===== src/rtl/float_remainder_fmod_assert.svh =====
// Assertion macros for the floating remainder block.
`ifndef FLOAT_REMAINDER_FMOD_ASSERT_SVH
`define FLOAT_REMAINDER_FMOD_ASSERT_SVH
// a implies b in the same cycle
`define FRM_ASSERT_IMP(lbl, a, b) \
    lbl: assert property (@(posedge i_clk) disable iff (!i_rst_n) (a) |-> (b)) \
        else $error("assertion failed");
// a implies b in the next cycle
`define FRM_ASSERT_NEXT(lbl, a, b) \
    lbl: assert property (@(posedge i_clk) disable iff (!i_rst_n) (a) |=> (b)) \
        else $error("assertion failed");
`endif


===== src/rtl/frm_pkg.sv =====
// Shared types and constants for the floating remainder block.
package frm_pkg;
    localparam int unsigned MantW = 54;
    localparam int unsigned ExpW  = 13;
    localparam logic [63:0] Qnan64 = 64'h7FF8_0000_0000_0000;
    localparam logic [63:0] Qnan32 = 64'h0000_0000_7FC0_0000;

    typedef struct packed {
        logic [63:0] x_bits;
        logic [63:0] y_bits;
    } t_in;

    typedef struct packed {
        logic [63:0] rem_bits;
        logic        invalid;
    } t_out;

    // datapath step commands from sequencer
    typedef enum logic [2:0] {
        OP_HOLD, OP_NORM_X, OP_NORM_Y, OP_DIV, OP_FINAL, OP_RENORM
    } t_op;

    typedef struct packed {
        t_op  op;
    } t_ctl;

    typedef struct packed {
        logic x_norm;     // mx has hidden bit
        logic y_norm;
        logic n_zero;     // exponent difference done
        logic m_eq;       // mx == my
        logic m_zero;
        logic r_norm;     // result has hidden bit
    } t_sts;
endpackage


===== src/rtl/frm_if.sv =====
// Valid/ready channel interface carrying one payload type.
interface frm_in_if (input logic i_clk);
    logic            valid;
    logic            ready;
    frm_pkg::t_in    data;
    modport source (output valid, output data, input ready);
    modport sink   (input valid, input data, output ready);
endinterface

interface frm_out_if (input logic i_clk);
    logic            valid;
    logic            ready;
    frm_pkg::t_out   data;
    modport source (output valid, output data, input ready);
    modport sink   (input valid, input data, output ready);
endinterface

interface frm_cfg_if (input logic i_clk);
    logic valid;
    logic ready;
    logic data;
    modport source (output valid, output data, input ready);
    modport sink   (input valid, input data, output ready);
endinterface


===== src/rtl/frm_dp.sv =====
// Shared shift-subtract datapath: significand registers and exponent counters.
module frm_dp (
    input  logic                        i_clk,
    input  logic                        i_load,
    input  logic                        i_sp,
    input  logic [62:0]                 i_ax,
    input  logic [62:0]                 i_ay,
    input  frm_pkg::t_ctl               i_ctl,
    output frm_pkg::t_sts               o_sts,
    output logic [frm_pkg::MantW-1:0]   o_mx,
    output logic signed [frm_pkg::ExpW-1:0] o_ey
);
    logic [frm_pkg::MantW-1:0] r_mx, r_my, n_mx, n_my, w_hid;
    logic signed [frm_pkg::ExpW-1:0] r_ex, r_ey, n_ex, n_ey;
    logic [frm_pkg::ExpW-1:0] w_ex0, w_ey0;
    logic [frm_pkg::MantW-1:0] w_fx, w_fy;
    logic w_ge;

    always_comb begin
        if (i_sp) begin
            w_hid = frm_pkg::MantW'(1) << 23;
            w_ex0 = frm_pkg::ExpW'(i_ax[30:23]);
            w_ey0 = frm_pkg::ExpW'(i_ay[30:23]);
            w_fx  = frm_pkg::MantW'(i_ax[22:0]);
            w_fy  = frm_pkg::MantW'(i_ay[22:0]);
        end else begin
            w_hid = frm_pkg::MantW'(1) << 52;
            w_ex0 = frm_pkg::ExpW'(i_ax[62:52]);
            w_ey0 = frm_pkg::ExpW'(i_ay[62:52]);
            w_fx  = frm_pkg::MantW'(i_ax[51:0]);
            w_fy  = frm_pkg::MantW'(i_ay[51:0]);
        end
    end

    assign w_ge = r_mx >= r_my;

    always_comb begin
        n_mx = r_mx;
        n_my = r_my;
        n_ex = r_ex;
        n_ey = r_ey;
        if (i_load) begin
            n_mx = (w_ex0 == '0) ? w_fx : (w_fx | w_hid);
            n_my = (w_ey0 == '0) ? w_fy : (w_fy | w_hid);
            n_ex = (w_ex0 == '0) ? frm_pkg::ExpW'(1) : w_ex0;
            n_ey = (w_ey0 == '0) ? frm_pkg::ExpW'(1) : w_ey0;
        end else begin
            case (i_ctl.op)
                frm_pkg::OP_NORM_X: begin
                    n_mx = r_mx << 1;
                    n_ex = r_ex - 1'b1;
                end
                frm_pkg::OP_NORM_Y: begin
                    n_my = r_my << 1;
                    n_ey = r_ey - 1'b1;
                end
                frm_pkg::OP_DIV: begin
                    n_mx = (w_ge ? (r_mx - r_my) : r_mx) << 1;
                    n_ex = r_ex - 1'b1;
                end
                frm_pkg::OP_FINAL: n_mx = w_ge ? (r_mx - r_my) : r_mx;
                frm_pkg::OP_RENORM: begin
                    n_mx = r_mx << 1;
                    n_ey = r_ey - 1'b1;
                end
                default: ;
            endcase
        end
    end

    always_ff @(posedge i_clk) begin
        r_mx <= n_mx;
        r_my <= n_my;
        r_ex <= n_ex;
        r_ey <= n_ey;
    end

    assign o_sts.x_norm = (r_mx & w_hid) != '0;
    assign o_sts.y_norm = (r_my & w_hid) != '0;
    assign o_sts.n_zero = r_ex == r_ey;
    assign o_sts.m_eq   = r_mx == r_my;
    assign o_sts.m_zero = r_mx == '0;
    assign o_sts.r_norm = (r_mx & w_hid) != '0;
    assign o_mx = r_mx;
    assign o_ey = r_ey;
endmodule


===== src/rtl/float_remainder_fmod.sv =====
// Top level of the iterative floating remainder (fmod) block.
// fmod(x,y) for binary64, or binary32 in the low 32 bits when the mode
// register is 1. One beat in, one beat out, one operation at a time. Special
// cases (invalid operation, |x|<=|y|) present their result the cycle after the
// input beat. Otherwise, after the load edge, the sequencer steps through:
// subnormal normalization of x and then y (one left shift per step until the
// hidden bit is set), one shift-subtract step per bit of exponent difference,
// a final subtract, renormalization (one left shift per step until the hidden
// bit is set or the remainder is zero), then a pack step, and then the result
// beat is presented. The shared compare/subtract unit in frm_dp sets the rate.
// invalid flags y zero, x inf/NaN or y NaN, with a canonical quiet NaN result.
// Mode writes are accepted only while idle.
module float_remainder_fmod (
    input  logic       i_clk,
    input  logic       i_rst_n,
    frm_cfg_if.sink    cfg,
    frm_in_if.sink     in_ch,
    frm_out_if.source  out_ch
);
    `include "float_remainder_fmod_assert.svh"

    typedef enum logic [2:0] {
        S_IDLE, S_NX, S_NY, S_DIV, S_FIN, S_REN, S_PACK, S_OUT
    } t_state;

    t_state r_state;
    logic   r_sp;
    logic   r_sign;
    frm_pkg::t_out r_out;
    frm_pkg::t_ctl w_ctl;
    frm_pkg::t_sts w_sts;
    logic [frm_pkg::MantW-1:0] w_mx;
    logic signed [frm_pkg::ExpW-1:0] w_ey;
    logic w_load;

    // operand unpack of the incoming beat
    logic [62:0] w_ax, w_ay, w_inf;
    logic        w_sx;
    logic [63:0] w_x;
    always_comb begin
        if (r_sp) begin
            w_ax  = 63'(in_ch.data.x_bits[30:0]);
            w_ay  = 63'(in_ch.data.y_bits[30:0]);
            w_sx  = in_ch.data.x_bits[31];
            w_x   = {32'd0, in_ch.data.x_bits[31:0]};
            w_inf = 63'h7F80_0000;
        end else begin
            w_ax  = in_ch.data.x_bits[62:0];
            w_ay  = in_ch.data.y_bits[62:0];
            w_sx  = in_ch.data.x_bits[63];
            w_x   = in_ch.data.x_bits;
            w_inf = 63'h7FF0_0000_0000_0000;
        end
    end

    assign w_load = in_ch.valid && in_ch.ready;
    assign in_ch.ready = (r_state == S_IDLE);
    assign cfg.ready   = (r_state == S_IDLE);
    assign out_ch.valid = (r_state == S_OUT);
    assign out_ch.data  = r_out;

    // a step is issued only while its loop condition still calls for it
    always_comb begin
        case (r_state)
            S_NX:    w_ctl.op = w_sts.x_norm ? frm_pkg::OP_HOLD : frm_pkg::OP_NORM_X;
            S_NY:    w_ctl.op = w_sts.y_norm ? frm_pkg::OP_HOLD : frm_pkg::OP_NORM_Y;
            S_DIV:   w_ctl.op = w_sts.n_zero ? frm_pkg::OP_HOLD : frm_pkg::OP_DIV;
            S_FIN:   w_ctl.op = frm_pkg::OP_FINAL;
            S_REN:   w_ctl.op = (w_sts.m_zero || w_sts.r_norm) ? frm_pkg::OP_HOLD
                                                               : frm_pkg::OP_RENORM;
            default: w_ctl.op = frm_pkg::OP_HOLD;
        endcase
    end

    frm_dp u_dp (
        .i_clk (i_clk),
        .i_load(w_load),
        .i_sp  (r_sp),
        .i_ax  (w_ax),
        .i_ay  (w_ay),
        .i_ctl (w_ctl),
        .o_sts (w_sts),
        .o_mx  (w_mx),
        .o_ey  (w_ey)
    );

    // pack: normal when ey >= 1, else shift right by 1-ey (flushes to zero at 54 or more)
    logic [63:0] w_zero, w_pack;
    logic [frm_pkg::ExpW-1:0] w_sh;
    logic [frm_pkg::MantW-1:0] w_sub;
    always_comb begin
        w_zero = r_sp ? {32'd0, r_sign, 31'd0} : {r_sign, 63'd0};
        w_sh   = frm_pkg::ExpW'(1) - frm_pkg::ExpW'(w_ey);
        w_sub  = (w_sh >= frm_pkg::ExpW'(frm_pkg::MantW)) ? '0 : (w_mx >> w_sh);
        if (w_ey >= 1) begin
            if (r_sp) w_pack = w_zero | {33'd0, w_ey[7:0], w_mx[22:0]};
            else      w_pack = w_zero | {1'b0, w_ey[10:0], w_mx[51:0]};
        end else begin
            w_pack = w_zero | 64'(w_sub);
        end
    end

    always_ff @(posedge i_clk) begin
        if (!i_rst_n) begin
            r_state <= S_IDLE;
            r_sp    <= 1'b0;
        end else begin
            case (r_state)
                S_IDLE: begin
                    if (cfg.valid) r_sp <= cfg.data;
                    if (w_load) begin
                        r_sign <= w_sx;
                        if (w_ay == '0 || w_ax >= w_inf || w_ay > w_inf) begin
                            r_out.rem_bits <= r_sp ? frm_pkg::Qnan32 : frm_pkg::Qnan64;
                            r_out.invalid  <= 1'b1;
                            r_state <= S_OUT;
                        end else if (w_ax < w_ay) begin
                            r_out.rem_bits <= w_x;
                            r_out.invalid  <= 1'b0;
                            r_state <= S_OUT;
                        end else if (w_ax == w_ay) begin
                            r_out.rem_bits <= r_sp ? {32'd0, w_sx, 31'd0} : {w_sx, 63'd0};
                            r_out.invalid  <= 1'b0;
                            r_state <= S_OUT;
                        end else begin
                            r_state <= S_NX;
                        end
                    end
                end
                S_NX: if (w_sts.x_norm) r_state <= S_NY;
                S_NY: if (w_sts.y_norm) r_state <= S_DIV;
                S_DIV: begin
                    if (w_sts.n_zero) begin
                        r_state <= S_FIN;
                    end else if (w_sts.m_eq) begin
                        r_out.rem_bits <= w_zero;
                        r_out.invalid  <= 1'b0;
                        r_state <= S_OUT;
                    end
                end
                S_FIN: r_state <= S_REN;
                S_REN: begin
                    if (w_sts.m_zero) begin
                        r_out.rem_bits <= w_zero;
                        r_out.invalid  <= 1'b0;
                        r_state <= S_OUT;
                    end else if (w_sts.r_norm) begin
                        r_state <= S_PACK;
                    end
                end
                S_PACK: begin
                    r_out.rem_bits <= w_pack;
                    r_out.invalid  <= 1'b0;
                    r_state <= S_OUT;
                end
                S_OUT: if (out_ch.ready) r_state <= S_IDLE;
                default: r_state <= S_IDLE;
            endcase
        end
    end

    // no new beat while a result is pending
    `FRM_ASSERT_IMP(a_busy_no_accept, r_state != S_IDLE, !in_ch.ready)
    // a stalled result holds its payload
    `FRM_ASSERT_NEXT(a_out_hold, out_ch.valid && !out_ch.ready, $stable(r_out))
    // binary32 results never set upper bits
    `FRM_ASSERT_IMP(a_sp_upper, out_ch.valid && r_sp, r_out.rem_bits[63:32] == 32'd0)
endmodule

===== src/flat_wrapper.sv =====
// flat-port wrapper written by rule: the top's interface ports become plain ports
module float_remainder_fmod_flat 
  (i_clk, i_rst_n, cfg_valid, cfg_data, cfg_ready, in_ch_valid, in_ch_data, in_ch_ready, out_ch_valid, out_ch_data, out_ch_ready);
  frm_cfg_if cfg_i (.i_clk(i_clk));
  frm_in_if in_ch_i (.i_clk(i_clk));
  frm_out_if out_ch_i (.i_clk(i_clk));
  input  logic i_clk;
  input  logic i_rst_n;
  input wire logic [$bits(cfg_i.valid)-1:0] cfg_valid;
  input wire logic [$bits(cfg_i.data)-1:0] cfg_data;
  output wire logic [$bits(cfg_i.ready)-1:0] cfg_ready;
  input wire logic [$bits(in_ch_i.valid)-1:0] in_ch_valid;
  input wire logic [$bits(in_ch_i.data)-1:0] in_ch_data;
  output wire logic [$bits(in_ch_i.ready)-1:0] in_ch_ready;
  output wire logic [$bits(out_ch_i.valid)-1:0] out_ch_valid;
  output wire logic [$bits(out_ch_i.data)-1:0] out_ch_data;
  input wire logic [$bits(out_ch_i.ready)-1:0] out_ch_ready;
  assign cfg_i.valid = cfg_valid;
  assign cfg_i.data = cfg_data;
  assign cfg_ready = cfg_i.ready;
  assign in_ch_i.valid = in_ch_valid;
  assign in_ch_i.data = in_ch_data;
  assign in_ch_ready = in_ch_i.ready;
  assign out_ch_valid = out_ch_i.valid;
  assign out_ch_data = out_ch_i.data;
  assign out_ch_i.ready = out_ch_ready;
  float_remainder_fmod u_core (.i_clk(i_clk), .i_rst_n(i_rst_n), .cfg(cfg_i), .in_ch(in_ch_i), .out_ch(out_ch_i));
endmodule

===== config.mk =====
export PLATFORM = sky130hd
export DESIGN_NAME = float_remainder_fmod_flat
export DESIGN_NICKNAME = d
export VERILOG_FILES = /design/src/rtl/frm_pkg.sv /design/src/rtl/frm_if.sv /design/src/rtl/frm_dp.sv /design/src/rtl/float_remainder_fmod.sv /design/src/flat_wrapper.sv
export VERILOG_INCLUDE_DIRS = /design/src /design/src/rtl
export SDC_FILE = /design/constraint.sdc
export NUM_CORES = 1
export LEC_CHECK = 0
export ABC_CLOCK_PERIOD_IN_PS = 22600
export BUFFER_PORTS_ARGS = -buffer_cell sky130_fd_sc_hd__buf_2
export CAP_MARGIN = 30
export CORE_MARGIN = 5
export CORE_UTILIZATION = 30
export CTS_CLUSTER_DIAMETER = 40
export DETAILED_ROUTE_END_ITERATION = 8
export PLACE_DENSITY_LB_ADDON = 0.3
export SETUP_SLACK_MARGIN = 0.3
export SLEW_MARGIN = 15
export SYNTH_ARGS = -nofsm -noshare
export SYNTH_HDL_FRONTEND = slang
export SYNTH_SLANG_ARGS = --single-unit

===== constraint.sdc =====
create_clock -name i_clk -period 22.6 [get_ports i_clk]
set_input_delay 1.13 -clock i_clk [delete_from_list [all_inputs] [get_ports i_clk]]
set_output_delay 1.13 -clock i_clk [all_outputs]
set_load 0.01 [all_outputs]

# Yosys cells after proc, flatten, opt, wreduce, memory -nomap -nowiden

Index checks and enable logic that the tools add are counted.
W data, S select, Z words.

$lt $le $gt $ge: 6
Shift-type cells: 1
Bitwise gates (word level): 7
Muxes and demuxes: 54
Reduce and logical (&&, ||, !) cells: 24
$add $sub $neg: 4
Equality and inequality tests: 26

Operators with widths:

| operator            | number |
|---|---|
| $mux W65            | 7 |
| $mux W54            | 7 |
| $mux W64            | 5 |
| $pmux W65 S4        | 1 |
| $mux W63            | 4 |
| $pmux W54 S3        | 1 |
| $and A54 B53 Y54    | 2 |
| $or A54 B54 Y54     | 2 |
| $reduce_bool A54 Y1 | 2 |
| $mux W52            | 2 |
| $mux W13            | 6 |
| $or A64 B31 Y64     | 1 |
| $or A64 B54 Y64     | 1 |
| $or A64 B63 Y64     | 1 |
| $eq A63 B63 Y1      | 1 |
| $ge A63 B63 Y1      | 1 |
| $gt A63 B63 Y1      | 1 |
| $logic_not A63 Y1   | 1 |
| $lt A63 B63 Y1      | 1 |
| $eq A54 B54 Y1      | 1 |
| $ge A54 B54 Y1      | 1 |
| $logic_not A54 Y1   | 1 |
| $shr A54 B13 Y54    | 1 |
| $sub A54 B54 Y54    | 1 |
| other kinds (32)    | 70 |

Input bits: 134
Bits in registers: 204
Output and inout port bits: 68
Word-level logic and storage cells: 132

# Logic depth before layout (Yosys ltp)

Depth in word-level cells: 10
Mapped depth: 19
Gate-level depth less buffers: 14

# Modules after synthesis

From an unflattened synthesis, not the netlist that was laid out.

Cell total of the unflattened synthesis: 2546
Area total of the unflattened synthesis: 21653.3 um^2

Modules (own cells, without submodules):

| module               | area each (um^2) | cells an instance | seq. area each (um^2) | instances |
|---|---|---|---|---|
| frm_dp               | 11574.9          | 1328              | 4023.9                | 1 |
| float_remainder_fmod | 10078.4          | 1218              | 2062.0                | 1 |

# Worst setup path after synthesis

Ideal clock, no wire load.

Path kind: flip-flop to flip-flop
From: register u_core.r_sp
To: register u_core.r_out (netlist bit u_core.out_ch.data[0]) (enable)
Data required time: 22090 ps
Library setup time: 510 ps
Arrival time: 6639 ps
Period minus slack after synthesis: 7149 ps
Buffers on the path: 4
Stages on the path, launching flop included: 17
Setup slack: 15451 ps
Path through: dfxtp_1 buf_2 clkbuf_1 clkbuf_1 buf_1 nor2b_1 ha_1 and4_1 a2111oi_0 o21ai_0 a31oi_1 o21ai_0 a21oi_1 o21ai_0 a31oi_1 o21ai_0 a21oi_1

Word-level cells in the longest chain between the ends: 6
Elaborated cells between the ends (all ways): 12
Those cells by class: 3 x order compare; 2 x eq/ne; 3 x mux; 4 x reduce/logical

Ends and longest elaborated chain:

| what                                                       | RTL line                    | source |
|---|---|---|
| start, declared                                            | float_remainder_fmod.sv:27  | `logic r_sp;` |
| start signal, assigned                                     | float_remainder_fmod.sv:110 | `if (cfg.valid) r_sp <= cfg.data;` |
| $mux W63                                                   | float_remainder_fmod.sv:41  | `if (r_sp) begin` |
| $ge A63 B63 Y1 / $logic_not A63 Y1 (equally long branches) | float_remainder_fmod.sv:113 | `if (w_ay == '0 \|\| w_ax >= w_inf \|\| w_ay > w_inf) begin` |
| $logic_or A1 B1 Y1 (2 in series)                           | float_remainder_fmod.sv:113 |  |
| $ne A4 B4 Y1 (no line) *                                   | -                           |  |
| $reduce_and A7 Y1 (no line) *                              | -                           |  |
| end, declared                                              | float_remainder_fmod.sv:29  | `frm_pkg::t_out r_out;` |

Every way passes the cells marked *; elsewhere a longest branch is shown, timed or not.
A chain may end at the register's enable or synchronous reset.

# Worst setup path in the final report

From: register u_core.r_sp
To: register u_core.r_out (netlist bit u_core.out_ch.data[9]) (enable)

The elaborated chain is that of the path after synthesis.

==> results.cfg <==
[outcome]
status = completed

[worst_setup_path]
cp-end-kind = flop
crit_arrival_ns = 6.28
crit_path_start = u_core.r_sp$_SDFFE_PN0P_
crit_type = reg2reg
critPathMaxFanout = 65
rr_worst_depth = 17
cpPeakStageDelay_ns = 0.65
setup.worst_path.start_class = flop
crit_slowest_cell = buf_4
critPathRequiredTime_ns = 22.79
r2r-start = u_core.r_sp$_SDFFE_PN0P_
path_cells = buf_4 -> inv_2 -> buf_4 -> nand2_1 -> inv_1 -> ha_1 -> and4_1 -> a2111oi_0 -> o21ai_0 -> a31oi_1 -> o21ai_0 -> a21oi_1 -> o2111ai_1 -> a31oi_1 -> o21ai_0 -> a21oi_4 -> buf_4

[timing]
hold_viol = 0
finalSetupTns_ns = 0
rsz0062_at_grt = false
layout_worst_path_cycle_share = 0.270
skew_ns = 0.0242
worst_pin_slew_ns = 0.978
setup_violations = 0
maxSlewViolCount = 0
slew_headroom = 0.337
min_period_ns = 6.10
max_freq_ghz = 0.164
hold_ws_ns = 0.554

[route]
drc_errors = 0
dr_wl_met3_mm = 8.46
wl_per_cell_um = 25.8
top_layer_used = met4
routed-via-count = 22000
wl_met2_mm = 41.9
drt_first_pass_iters = 7
viasPerCell = 6.00
first_iter_violations = 2572
drtAntennaViolNets = 0
drt-met1-wl_mm = 37.8
drt-total-wl_mm = 94.6

[die]
row_count = 97
core_area_um2 = 70100
die_area_um2 = 76300
die_h_um = 276
ios = 202
dieWidth_um = 276
initial_core_util = 0.303

[synthesis]
ys_seq_area_frac = 0.286
syn_area_um2 = 21300
synth_warnings = 0
synthDistinctLibCells = 103
yosysTopAreaCell = edfxtp_1
synth_nets = 2850
async_flop_share = 0
ys_ff_latch = 204
synth_edf_count = 200
avgSynthCellArea_um2 = 8.25
synth_top_area_share = 0.283
ys_top_cells_by_count = 383 x nand2_1, 200 x edfxtp_1, 197 x nor2_1
post-synth-top-count-cell = nand2_1
syn_inst = 2577
ys_top_cells_by_area = edfxtp_1 28%, ha_1 8.1%, nand2_1 6.8%
synth-main-ff-cell = edfxtp_1

[flow_run]
cap_violations = 0

[power]
vdd_drop_max_uv = 86.1
fin_total_pwr_w = 0.00490
powerDensity_nw_per_um2 = 200
power.leakage_nw = 9.70

[layout]
layout.nets = 2964
nFillCells = 7521
antenna_cells = 0
regArea_um2 = 6090
final_util = 0.350
multi_input_area_um2 = 14000
stdcell_count = 3662
area_growth_pct = 15.5
drive_above_1_share = 0.166

[placed_design]
place_congestion = 1.00
dp_cells = 3585
io_buffers = 200
dpl.hpwl_mm = 71.0

[grt]
grt_max_degree = 94
gr-usage-all-layers = 0.232
antenna_found_initial = 1
grt-ovfl-total = 0
grt_pass1_wl_mm = 137
grt_pass1_vias = 20900

[clock_tree]
post_cts_buffers = 0
ctsHoldBuffers = 0
tritoncts = built
cts-htree-levels = 2
clkLatencyLatePin_ns = 0.58
cts_root_buf = clkbuf_16
clk_path_buf_depth = 3
clock_sinks = 204
path_clk_slew_ns = 0.05
cts_resized = 0
numCtsBuffers = 41

[worst_hold_path]
min_delay_path_depth = 2
worstHoldStart = u_core.u_dp.r_my[43]$_DFFE_PP_
hp-class = reg2reg
where the power goes:
group,switching (W),internal [W]
clock,0.000232,0.000362
combinational,0.00202,0.00124
sequential,0.000315,0.000727
total,0.00257,0.00233
sequential cells by signal (all words and copies together), names as in the netlist:
name / flops
u_core.r_state: 3
u_core.u_dp.r_my: 54
u_core.u_dp.r_ex: 13
u_core.r_sign: 1
u_core.u_dp.o_ey: 13
u_core.u_dp.o_mx: 54
u_core.out_ch.data: 65
u_core.r_sp: 1
per-stage QoR:
step / worst slack (ns) / cell area [um2]
after floorplan: 15.45 / 21300
after global placement: 16.44 / 23000
after detailed placement: 16.57 / 23200
after CTS: 16.55 / 24500
after global routing: 16.08 / 24600
final: 16.50 / 24600
layout by cell type (no fill, tap or decap), drive strengths merged, types with 44 or more instances in the layout:
| master | count |
|---|---|
| nor4 | 46 |
| inv | 141 |
| o21ai | 200 |
| nand2 | 390 |
| nor3 | 46 |
| nand4 | 44 |
| xnor2 | 61 |
| buf | 254 |
| mux2i | 67 |
| nand3 | 54 |
| ha | 138 |
| edfxtp | 200 |
| nor2b | 53 |
| a21oi | 158 |
| nor2 | 203 |
kinds of logic after synthesis:
| group | after synthesis | synth area share |
|---|---|---|
| compound gates | 772 | 0.244 |
| xor+xnor | 88 | 0.0363 |
| fa+ha+maj | 139 | 0.0822 |
| buf+inv | 319 | 0.0614 |
| flops | 204 | 0.286 |
| mux | 132 | 0.0868 |
| simple gates | 923 | 0.203 |
path summary, 6_finish.rpt:
| path | to | slack [ns] |
|---|---|---|
| setup / recovery | u_core.out_ch.data[9]$_DFFE_PP_ | 16.50 |
| hold / removal | u_core.u_dp.r_my[44]$_DFFE_PP_ | 0.55 |
| setup reg to reg | u_core.out_ch.data[9]$_DFFE_PP_ | 16.50 |
| hold reg to reg | u_core.u_dp.r_my[44]$_DFFE_PP_ | 0.55 |
final cells by class:
class	instances	share of cell area
Tap cell	940	0.0479
Clock buffer	42	0.0419
Multi-Input combinational cell	2054	0.568
Clock inverter	32	0.0124
Inverter	134	0.0205
Timing Repair Buffer	256	0.0612
Sequential cell	204	0.248
metal layers:
metal  track usage  vias to the layer above
met5             0                        -
li1              -                     9896
met4         0.136                        0
met3        0.0434                      265
met2         0.363                     1210
met1         0.301                    10600
worst max-delay path: cells and delay by family, from the launching register on:
family / cells / cell delay (ns)
simple gates: 2 / 0.71
flops: 1 / 0.30
compound gates: 9 / 2.37
buf+inv: 5 / 1.96
fa+ha+maj: 1 / 0.24
No activity file was read; power rests on OpenSTA's default activity.
